`src/rtl/core/mspk_pkg.sv`:
```
`timescale 1ns / 1ps
// shared types, constants and sizes of the two-motor speed loop
package mspk_pkg;

  localparam int NUM_MOTORS  = 2;
  localparam int SCALE_SHIFT = 8;
  localparam int KICK_DELTA  = 100;

  localparam int MIDX_W = (NUM_MOTORS > 1) ? $clog2(NUM_MOTORS) : 1;

  localparam int CFG_IDX_W  = 3;
  localparam int CFG_DATA_W = 31;

  localparam int IN_TDATA_W  = 32;
  localparam int IN_TUSER_W  = 3;
  localparam int OUT_TDATA_W = 72;
  localparam int OUT_TUSER_W = 1;

  typedef enum logic [CFG_IDX_W-1:0] {
    CFG_P_GAIN     = 3'd0,
    CFG_I_GAIN     = 3'd1,
    CFG_INT_LIMIT  = 3'd2,
    CFG_CMP_MIN    = 3'd3,
    CFG_CMP_MAX    = 3'd4,
    CFG_STILL_LIM  = 3'd5,
    CFG_KICK_MAX   = 3'd6,
    CFG_MOTOR_MODE = 3'd7
  } cfg_idx_e;

  typedef enum logic [1:0] {
    REQ_CAPTURE = 2'd0,
    REQ_CONTROL = 2'd1,
    REQ_TICK    = 2'd2
  } req_e;

  typedef struct packed {
    logic [15:0] p_gain;
    logic [15:0] i_gain;
    logic [30:0] int_limit;
    logic [15:0] cmp_min;
    logic [15:0] cmp_max;
    logic [15:0] still_lim;
    logic [15:0] kick_max;
    logic [3:0]  mode;
  } cfg_t;

  // one memory word per motor
  typedef struct packed {
    logic [15:0]        last_edge;
    logic [15:0]        period;
    logic signed [31:0] position;
    logic signed [31:0] integral;
    logic [15:0]        compare;
    logic               spinning;
    logic [31:0]        old_pos;
    logic [15:0]        still;
  } rec_t;

  typedef struct packed {
    logic               motor;
    logic               do_pi;
    rec_t               rec;
    logic signed [32:0] prod_p;
    logic signed [32:0] prod_i;
  } s2_t;

  typedef struct packed {
    logic               motor;
    logic               do_pi;
    rec_t               rec;
    logic signed [32:0] prod_p;
    logic signed [31:0] integ;
  } s3_t;

endpackage

```
`src/rtl/core/motor_speed_pi_with_stall_kick_core.sv`:
```
`timescale 1ns / 1ps
// top level of the two-motor pi speed loop with standstill kick
//
//  channel   dir  handshake                      payload
//  s_axis    in   s_axis_tvalid/s_axis_tready    tdata: timestamp, desired_period
//                                                tuser: req_type, motor
//  m_axis    out  m_axis_tvalid/m_axis_tready    tdata: compare_value,
//                                                measured_period, position, spinning
//                                                tuser: motor_out
//  cfg       in   cfg_we_i (no back-pressure)    cfg_idx_i, cfg_wdata_i
//
// from accept to m_axis_tvalid a word passes the memory read together with the
// request capture, then update and products, integral clamp, and
// shift/clamp with write-back into the output word
// words for different motors enter in consecutive cycles unless the output stalls; a
// word for a motor that still has an earlier word in flight waits for its write-back,
// so the spacing of words for the same motor is set by the read-modify-write loop
// reset clears per-entry valid bits at once, no clearing pass
// a stalled output word holds while up to two more words, one per motor, wait behind it
module motor_speed_pi_with_stall_kick_core (
  input  logic                             clk_i,
  input  logic                             rst_ni,
  input  logic                             s_axis_tvalid,
  output logic                             s_axis_tready,
  // [15:0] timestamp, [31:16] desired_period
  input  logic [mspk_pkg::IN_TDATA_W-1:0]  s_axis_tdata,
  // [1:0] req_type, [2] motor
  input  logic [mspk_pkg::IN_TUSER_W-1:0]  s_axis_tuser,
  output logic                             m_axis_tvalid,
  input  logic                             m_axis_tready,
  // [15:0] compare_value, [31:16] measured_period, [63:32] position,
  // [64] spinning, [71:65] zero
  output logic [mspk_pkg::OUT_TDATA_W-1:0] m_axis_tdata,
  // [0] motor_out
  output logic [mspk_pkg::OUT_TUSER_W-1:0] m_axis_tuser,
  input  logic                             cfg_we_i,
  input  logic [mspk_pkg::CFG_IDX_W-1:0]   cfg_idx_i,
  input  logic [mspk_pkg::CFG_DATA_W-1:0]  cfg_wdata_i
);
  import mspk_pkg::*;

  cfg_t  cfg;
  rec_t  rd_rec;
  rec_t  fin_rec;
  s2_t   s2;
  logic  s1_motor;
  logic  s3_motor;

  // stage valids: s1 update, s2 integral, s3 final, output word
  logic  v1_q, v2_q, v3_q, vo_q;
  logic  out_ld, adv2, adv1, accept;
  logic  in_motor;
  logic  conflict;
  logic  out_motor_q;
  rec_t  out_rec_q;

  // motor index folds onto the motors that exist
  assign in_motor = (NUM_MOTORS > 1) ? s_axis_tuser[2] : 1'b0;

  // back-pressure chain from the output word back to the input
  assign out_ld = v3_q && (!vo_q || m_axis_tready);
  assign adv2   = v2_q && (!v3_q || out_ld);
  assign adv1   = v1_q && (!v2_q || adv2);

  // interlock: one word per motor in the read-modify-write loop
  assign conflict = (v1_q && (s1_motor == in_motor)) ||
                    (v2_q && (s2.motor == in_motor)) ||
                    (v3_q && (s3_motor == in_motor));

  assign s_axis_tready = (!v1_q || adv1) && !conflict;
  assign accept        = s_axis_tvalid && s_axis_tready;

  always_ff @(posedge clk_i or negedge rst_ni) begin
    if (!rst_ni) begin
      v1_q <= 1'b0;
      v2_q <= 1'b0;
      v3_q <= 1'b0;
      vo_q <= 1'b0;
    end else begin
      if (accept) begin
        v1_q <= 1'b1;
      end else if (adv1) begin
        v1_q <= 1'b0;
      end
      if (adv1) begin
        v2_q <= 1'b1;
      end else if (adv2) begin
        v2_q <= 1'b0;
      end
      if (adv2) begin
        v3_q <= 1'b1;
      end else if (out_ld) begin
        v3_q <= 1'b0;
      end
      if (out_ld) begin
        vo_q <= 1'b1;
      end else if (m_axis_tready) begin
        vo_q <= 1'b0;
      end
    end
  end

  // output word
  always_ff @(posedge clk_i) begin
    if (out_ld) begin
      out_motor_q <= s3_motor;
      out_rec_q   <= fin_rec;
    end
  end

  mspk_cfg u_cfg (
    .clk_i       (clk_i),
    .rst_ni      (rst_ni),
    .cfg_we_i    (cfg_we_i),
    .cfg_idx_i   (cfg_idx_i),
    .cfg_wdata_i (cfg_wdata_i),
    .cfg_o       (cfg)
  );

  mspk_state_mem u_mem (
    .clk_i     (clk_i),
    .rst_ni    (rst_ni),
    .rd_en_i   (accept),
    .rd_idx_i  (MIDX_W'(in_motor)),
    .rd_data_o (rd_rec),
    .wr_en_i   (out_ld),
    .wr_idx_i  (MIDX_W'(s3_motor)),
    .wr_data_i (fin_rec)
  );

  mspk_update u_upd (
    .clk_i      (clk_i),
    .acc_i      (accept),
    .req_i      (s_axis_tuser[1:0]),
    .motor_i    (in_motor),
    .ts_i       (s_axis_tdata[15:0]),
    .desired_i  (s_axis_tdata[31:16]),
    .rd_rec_i   (rd_rec),
    .cfg_i      (cfg),
    .adv_i      (adv1),
    .s1_motor_o (s1_motor),
    .s2_o       (s2)
  );

  mspk_pi u_pi (
    .clk_i      (clk_i),
    .ld3_i      (adv2),
    .s2_i       (s2),
    .cfg_i      (cfg),
    .s3_motor_o (s3_motor),
    .fin_rec_o  (fin_rec)
  );

  assign m_axis_tvalid = vo_q;
  assign m_axis_tdata  = {7'b0, out_rec_q.spinning, out_rec_q.position,
                          out_rec_q.period, out_rec_q.compare};
  assign m_axis_tuser  = out_motor_q;

endmodule

```
`src/rtl/core/mspk_cfg.sv`:
```
`timescale 1ns / 1ps
// configuration register file
module mspk_cfg (
  input  logic                            clk_i,
  input  logic                            rst_ni,
  input  logic                            cfg_we_i,
  input  logic [mspk_pkg::CFG_IDX_W-1:0]  cfg_idx_i,
  input  logic [mspk_pkg::CFG_DATA_W-1:0] cfg_wdata_i,
  output mspk_pkg::cfg_t                  cfg_o
);
  import mspk_pkg::*;

  cfg_t cfg_q;

  always_ff @(posedge clk_i or negedge rst_ni) begin
    if (!rst_ni) begin
      cfg_q <= '{cmp_max: 16'hFFFF, default: '0};
    end else if (cfg_we_i) begin
      unique case (cfg_idx_e'(cfg_idx_i))
        CFG_P_GAIN:     cfg_q.p_gain    <= cfg_wdata_i[15:0];
        CFG_I_GAIN:     cfg_q.i_gain    <= cfg_wdata_i[15:0];
        CFG_INT_LIMIT:  cfg_q.int_limit <= cfg_wdata_i[30:0];
        CFG_CMP_MIN:    cfg_q.cmp_min   <= cfg_wdata_i[15:0];
        CFG_CMP_MAX:    cfg_q.cmp_max   <= cfg_wdata_i[15:0];
        CFG_STILL_LIM:  cfg_q.still_lim <= cfg_wdata_i[15:0];
        CFG_KICK_MAX:   cfg_q.kick_max  <= cfg_wdata_i[15:0];
        CFG_MOTOR_MODE: cfg_q.mode      <= cfg_wdata_i[3:0];
        default: ;
      endcase
    end
  end

  assign cfg_o = cfg_q;

endmodule

```
`src/rtl/core/mspk_state_mem.sv`:
```
`timescale 1ns / 1ps
// per-motor state memory, registered read, valid bit per entry
module mspk_state_mem (
  input  logic                        clk_i,
  input  logic                        rst_ni,
  input  logic                        rd_en_i,
  input  logic [mspk_pkg::MIDX_W-1:0] rd_idx_i,
  output mspk_pkg::rec_t              rd_data_o,
  input  logic                        wr_en_i,
  input  logic [mspk_pkg::MIDX_W-1:0] wr_idx_i,
  input  mspk_pkg::rec_t              wr_data_i
);
  import mspk_pkg::*;

  rec_t                  mem [NUM_MOTORS];
  logic [NUM_MOTORS-1:0] vld_q;
  rec_t                  rd_q;
  logic                  rvld_q;

  always_ff @(posedge clk_i) begin
    if (wr_en_i) begin
      mem[wr_idx_i] <= wr_data_i;
    end
    if (rd_en_i) begin
      rd_q <= mem[rd_idx_i];
    end
  end

  // entries never written read as zero
  always_ff @(posedge clk_i or negedge rst_ni) begin
    if (!rst_ni) begin
      vld_q  <= '0;
      rvld_q <= 1'b0;
    end else begin
      if (wr_en_i) begin
        vld_q[wr_idx_i] <= 1'b1;
      end
      if (rd_en_i) begin
        rvld_q <= vld_q[rd_idx_i];
      end
    end
  end

  assign rd_data_o = rvld_q ? rd_q : '0;

endmodule

```
`src/rtl/core/mspk_update.sv`:
```
`timescale 1ns / 1ps
// first stage: event update of the state word and the two gain products
module mspk_update (
  input  logic           clk_i,
  input  logic           acc_i,
  input  logic [1:0]     req_i,
  input  logic           motor_i,
  input  logic [15:0]    ts_i,
  input  logic [15:0]    desired_i,
  input  mspk_pkg::rec_t rd_rec_i,
  input  mspk_pkg::cfg_t cfg_i,
  input  logic           adv_i,
  output logic           s1_motor_o,
  output mspk_pkg::s2_t  s2_o
);
  import mspk_pkg::*;

  logic [1:0]         req_q;
  logic               motor_q;
  logic [15:0]        ts_q;
  logic [15:0]        desired_q;
  s2_t                s2_q;

  rec_t               rec_n;
  logic               do_pi;
  logic [1:0]         mode;
  logic [15:0]        still_inc;
  logic [16:0]        kick_top;
  logic [16:0]        kick_c;
  logic signed [16:0] err;
  logic signed [32:0] prod_p;
  logic signed [32:0] prod_i;

  always_ff @(posedge clk_i) begin
    if (acc_i) begin
      req_q     <= req_i;
      motor_q   <= motor_i;
      ts_q      <= ts_i;
      desired_q <= desired_i;
    end
    if (adv_i) begin
      s2_q <= '{motor: motor_q, do_pi: do_pi, rec: rec_n, prod_p: prod_p, prod_i: prod_i};
    end
  end

  assign mode = motor_q ? cfg_i.mode[3:2] : cfg_i.mode[1:0];

  assign err    = $signed({1'b0, rd_rec_i.period}) - $signed({1'b0, desired_q});
  assign prod_p = 33'(err) * 33'($signed({1'b0, cfg_i.p_gain}));
  assign prod_i = 33'(err) * 33'($signed({1'b0, cfg_i.i_gain}));

  always_comb begin
    rec_n     = rd_rec_i;
    do_pi     = 1'b0;
    still_inc = (rd_rec_i.still != 16'hFFFF) ? rd_rec_i.still + 16'd1 : rd_rec_i.still;
    kick_top  = {1'b0, cfg_i.kick_max} + 17'(KICK_DELTA);
    kick_c    = {1'b0, rd_rec_i.compare};
    unique case (req_q)
      REQ_CAPTURE: begin
        rec_n.period    = ts_q - rd_rec_i.last_edge;
        rec_n.last_edge = ts_q;
        rec_n.position  = mode[1] ? rd_rec_i.position - 32'sd1
                                  : rd_rec_i.position + 32'sd1;
      end
      REQ_CONTROL: begin
        if (rd_rec_i.spinning && mode[0]) begin
          do_pi = 1'b1;
        end else begin
          rec_n.integral = '0;
        end
      end
      REQ_TICK: begin
        if ((rd_rec_i.position == $signed(rd_rec_i.old_pos)) && mode[0]) begin
          rec_n.still = still_inc;
          if (still_inc > cfg_i.still_lim) begin
            // standstill: drop spinning and integral, kick the compare
            rec_n.spinning = 1'b0;
            rec_n.integral = '0;
            if (kick_c > kick_top) begin
              kick_c = {1'b0, cfg_i.kick_max};
            end
            if (kick_c <= {1'b0, cfg_i.kick_max}) begin
              kick_c = kick_c + 17'(KICK_DELTA);
              if (kick_c[16]) begin
                kick_c = 17'h0FFFF;
              end
            end
            rec_n.compare = kick_c[15:0];
          end
        end else begin
          rec_n.still    = '0;
          rec_n.old_pos  = rd_rec_i.position;
          rec_n.spinning = 1'b1;
        end
      end
      default: ;
    endcase
  end

  assign s1_motor_o = motor_q;
  assign s2_o       = s2_q;

endmodule

```
`src/rtl/core/mspk_pi.sv`:
```
`timescale 1ns / 1ps
// pi tail: integral clamp, then sum, floor shift and compare clamp
module mspk_pi (
  input  logic           clk_i,
  input  logic           ld3_i,
  input  mspk_pkg::s2_t  s2_i,
  input  mspk_pkg::cfg_t cfg_i,
  output logic           s3_motor_o,
  output mspk_pkg::rec_t fin_rec_o
);
  import mspk_pkg::*;

  s3_t                s3_q;
  logic signed [33:0] ii;
  logic signed [33:0] lim;
  logic signed [31:0] integ;
  logic signed [33:0] sum;
  logic signed [33:0] shv;
  logic signed [33:0] cval;
  rec_t               rec_f;

  assign lim = $signed({3'b000, cfg_i.int_limit});
  assign ii  = {s2_i.prod_i[32], s2_i.prod_i}
             + {{2{s2_i.rec.integral[31]}}, s2_i.rec.integral};

  always_comb begin
    if (ii > lim) begin
      integ = lim[31:0];
    end else if (ii < -lim) begin
      integ = 32'(-lim);
    end else begin
      integ = ii[31:0];
    end
  end

  always_ff @(posedge clk_i) begin
    if (ld3_i) begin
      s3_q <= '{motor: s2_i.motor, do_pi: s2_i.do_pi, rec: s2_i.rec,
                prod_p: s2_i.prod_p, integ: integ};
    end
  end

  assign sum = {s3_q.prod_p[32], s3_q.prod_p} + {{2{s3_q.integ[31]}}, s3_q.integ};
  assign shv = sum >>> SCALE_SHIFT;

  always_comb begin
    cval = shv;
    if (cval > $signed({18'b0, cfg_i.cmp_max})) begin
      cval = $signed({18'b0, cfg_i.cmp_max});
    end
    if (cval < $signed({18'b0, cfg_i.cmp_min})) begin
      cval = $signed({18'b0, cfg_i.cmp_min});
    end
    rec_f = s3_q.rec;
    if (s3_q.do_pi) begin
      rec_f.compare  = cval[15:0];
      rec_f.integral = s3_q.integ;
    end
  end

  assign s3_motor_o = s3_q.motor;
  assign fin_rec_o  = rec_f;

endmodule

```
`config.mk`:
```
export PLATFORM = sky130hd
export DESIGN_NAME = motor_speed_pi_with_stall_kick_core
export DESIGN_NICKNAME = d
export VERILOG_FILES = /design/src/rtl/core/mspk_pkg.sv /design/src/rtl/core/motor_speed_pi_with_stall_kick_core.sv /design/src/rtl/core/mspk_cfg.sv /design/src/rtl/core/mspk_state_mem.sv /design/src/rtl/core/mspk_update.sv /design/src/rtl/core/mspk_pi.sv
export SDC_FILE = /design/constraint.sdc
export NUM_CORES = 2
export LEC_CHECK = 0
export ABC_AREA = 1
export BUFFER_PORTS_ARGS = -buffer_cell sky130_fd_sc_hd__buf_2
export CAP_MARGIN = 20
export CORE_ASPECT_RATIO = 0.75
export CORE_MARGIN = 3
export CORE_UTILIZATION = 57
export CTS_CLUSTER_SIZE = 25
export DETAILED_ROUTE_END_ITERATION = 12
export GPL_TIMING_DRIVEN = 0
export PLACE_DENSITY = 0.73
export SLEW_MARGIN = 10
export SYNTH_ARGS = -nofsm -noshare
export SYNTH_HDL_FRONTEND = slang
export SYNTH_SLANG_ARGS = --single-unit
```
`constraint.sdc`:
```
create_clock -name clk_i -period 15.7 [get_ports clk_i]
set_clock_uncertainty 0.05 [all_clocks]
set_input_delay 0.785 -clock clk_i [delete_from_list [all_inputs] [get_ports clk_i]]
set_output_delay 0.785 -clock clk_i [all_outputs]
set_load 0.005 [all_outputs]
```
==> run_results.csv <==
group,metric,value,unit
timing,worstMarginPinSlew,1.19,ns
global_routing,grt_pass1_vias,52070,
setup_path,critical_path_arrival,14.55,ns
timing,fin_crit_sh,89.8,%
synth,synth_compound_area_share,6.12,%
timing,maxSlewHeadroom,20.6,%
die,die_x,423,um
drt,vias,54147,
clock_tree,clkTransAtPathRegs,0.07,ns
min_path,hold_path_startpoint,"s_axis_tdata[22]",
drt,first_iter_violations,6648,
setup_path,crit_start,"u_mem.rvld_q",
setup_path,worstSetupEndpointType,"flop",
final_layout,multi_input_area,0.0343,mm^2
min_path,holdCritPathClass,"primary input to flop",
global_routing,grt_overflow,0,
synth,syn_inst,7449,
global_routing,grt_pass1_wl,324000,um
synth,synth_xor_area_share,2.55,%
timing,setup-violations-final,0,
synth,synth_edf_count,1041,
setup_path,reg2reg_from,"u_mem.rvld_q",
die,dieArea,0.135,mm^2
clock_tree,cts-buffers-inserted,112,
synth,synth_fa_ha_area_share,22.3,%
final_layout,final_common_cell,"nand2_1",
place,placedCellCount,9361,
die,num_rows,114,
die,die_h,319,um
setup_path,crit_type,"flop to flop",
global_routing,grt_max_degree,98,
synth,synth-seq-cells,1179,
synth,synth-async-reset-ratio,11.7,%
timing,slew_viol_final,0,
final_layout,final_cell_mix,"1968 x nand2_1, 1196 x inv_1, 1041 x edfxtp_1, 552 x fa_1, 491 x nor2_1",
timing,period_minus_slack,14.09,ns
clock_tree,htreeDepth,3,
clock_tree,cts_sinks,1179,
setup_path,critPathMostFrequentCell,"nand2_1",
setup_path,crit_path_start_kind,"flop",
place,hpwl,166000,um
drt,wirelength,216000,um
timing,rsz0062_at_grt,"false",
synth,syn-cell-area,0.0745,mm^2
global_routing,antenna_found_initial,11,
die,io_pins,149,
synth,ys_types,65,
setup_path,crit_required,16.16,ns
synth,synth-simple-area-share,14.9,%
final_layout,fin_nets,8806,
drt,drc,0,
place,port_buffers,141,
drt,vias_per_cell,5.65,
place,gp_congestion,0.959,
clock_tree,clk_latency,0.80,ns
drt,drtPass1Iterations,6,
final_layout,instances_no_fill,9585,
clock_tree,cts_tree,"yes",
timing,tns,0,ns
setup_path,critPathSlowestCell,"buf_1",
clock_tree,clk_path_buf_depth,3,
synth,synthTopCellsByArea,"edfxtp_1 42%, fa_1 15%, nand2_1 9.9%",
final_layout,seqCellArea,0.0347,mm^2
synth,synth_top_cell_by_area,"edfxtp_1",
synth,ys.flop_type,"edfxtp_1",
clock_tree,cts_root_buf,"clkbuf_16",
timing,fmax,0.0710,GHz
status,status,"completed",
synth,synth_top_area_share,42.0,%
synth,avgSynthCellArea,10.0,um^2
synth,synth.yosys.warnings,0,
drt,final_antenna_net_count,0,
synth,synth_top_family_by_area,"adder cells",
synth,synthMuxAreaShare,0,%
final_layout,syn2layout_area_growth,10.1,%
global_routing,grt_usage,32.2,%
setup_path,crit_path_max_fanout,10,
die,start_util,57.6,%
final_layout,layout-drive-gt1-share,6.13,%
synth,ys_seq_area_share,46.6,%
final_layout,fillers,10463,
timing,hold_viol,0,
run,maxCapViolCount,0,
clock_tree,cts_setup_buffers,0,
die,core_area,0.129,mm^2
drt,wire_per_inst,22.6,um
setup_path,cp_slowest_stage_delay,0.92,ns
==> worst paths after layout <==
path,cells after the start,end,slack (ns)
worst min register to register,0,u_pi.fin_rec_o[146],0.32
min in group asynchronous,2,u_cfg.cfg_o[92],0.48
worst max-delay path,52,u_upd.s2_o[65],1.61
worst min-delay path,1,u_upd.desired_q[6],0.11
max in group asynchronous,3,u_cfg.cfg_o[65],14.22
worst max register to register,52,u_upd.s2_o[65],1.61
==> cell families after synthesis <==
| group | after synthesis |
|---|---|
| compound gates | 806 |
| xor+xnor | 217 |
| buf+inv | 1451 |
| fa+ha+maj | 996 |
| other cells | 1 |
| simple gates | 2799 |
| flops | 1179 |
==> registers in the layout (all words and copies together), names as in the netlist <==
name,cells
m_axis_tdata,65
m_axis_tuser,1
m_axis_tvalid,1
u_cfg.cfg_o,131
u_mem.mem,322
u_mem.rd_q,161
u_mem.rvld_q,1
u_mem.vld_q,2
u_pi.fin_rec_o,113
u_pi.s3_motor_o,1
u_pi.s3_q,114
u_upd.desired_q,16
u_upd.req_q,2
u_upd.s1_motor_o,1
u_upd.s2_o,229
u_upd.ts_q,16
v1_q,1
v2_q,1
v3_q,1
==> timing repair <==
action,in CTS,in global routing
hold buffers,1,0
resized for setup,0,0
hold endpoints to repair,37,0
==> worst max-delay path: cells and delay by family, from the launching register on <==
family                     cells  cell delay, ns
xor gates and xnor gates       1            0.51
DFF                            1            0.36
and+or+nand+nor               16            1.98
AOI/OAI and AO/OA             12            2.14
buffers and inverters         14            4.57
adders and majority gates      9            4.14
==> metal layers <==
metal  part of all wire [%]  global-route usage (%)  up-vias
met5                 0.0042                       0        -
met4                    3.3                    9.44        2
met3                     12                    8.10      317
met2                     41                    44.7     2795
met1                     44                    50.2    26451
li1                       -                       -    24582
==> synthesized netlist by cell type (76+ instances only) <==
cell type	count
a21oi_1	256
clkbuf_1	186
dfrtp_1	122
edfxtp_1	1041
fa_1	552
ha_1	444
inv_1	1200
nand2_1	1968
nand3_1	204
nor2_1	493
o21ai_0	352
xnor2_1	76
xor2_1	141
==> layout make-up <==
type | instances | share of cell area, %
Sequential cell | 1179 | 42.3
Timing Repair Buffer | 167 | 1.59
Buffer | 240 | 1.24
Inverter | 1211 | 5.57
Antenna cell | 10 | 0.0305
Tap cell | 1740 | 2.65
Multi-Input combinational cell | 4825 | 41.7
Clock inverter | 68 | 1.08
Clock buffer | 145 | 3.75
==> through the flow <==
step           area (um^2)  util (%)  hold WS, ns  setup slack (ns)
6_report             82100      63.4        0.108              1.61
5_1_grt              82000      63.4       0.0725              1.04
4_1_cts              82000      63.4       0.0564              2.09
3_5_place_dp         78100      60.3        0.355              2.10
3_3_place_gp         77400      59.8        0.351             0.941
2_1_floorplan        74500         -        0.350              6.10
Power is not shown: default switching activity piles up to over one toggle a cycle in this logic, so the estimate is an artifact.
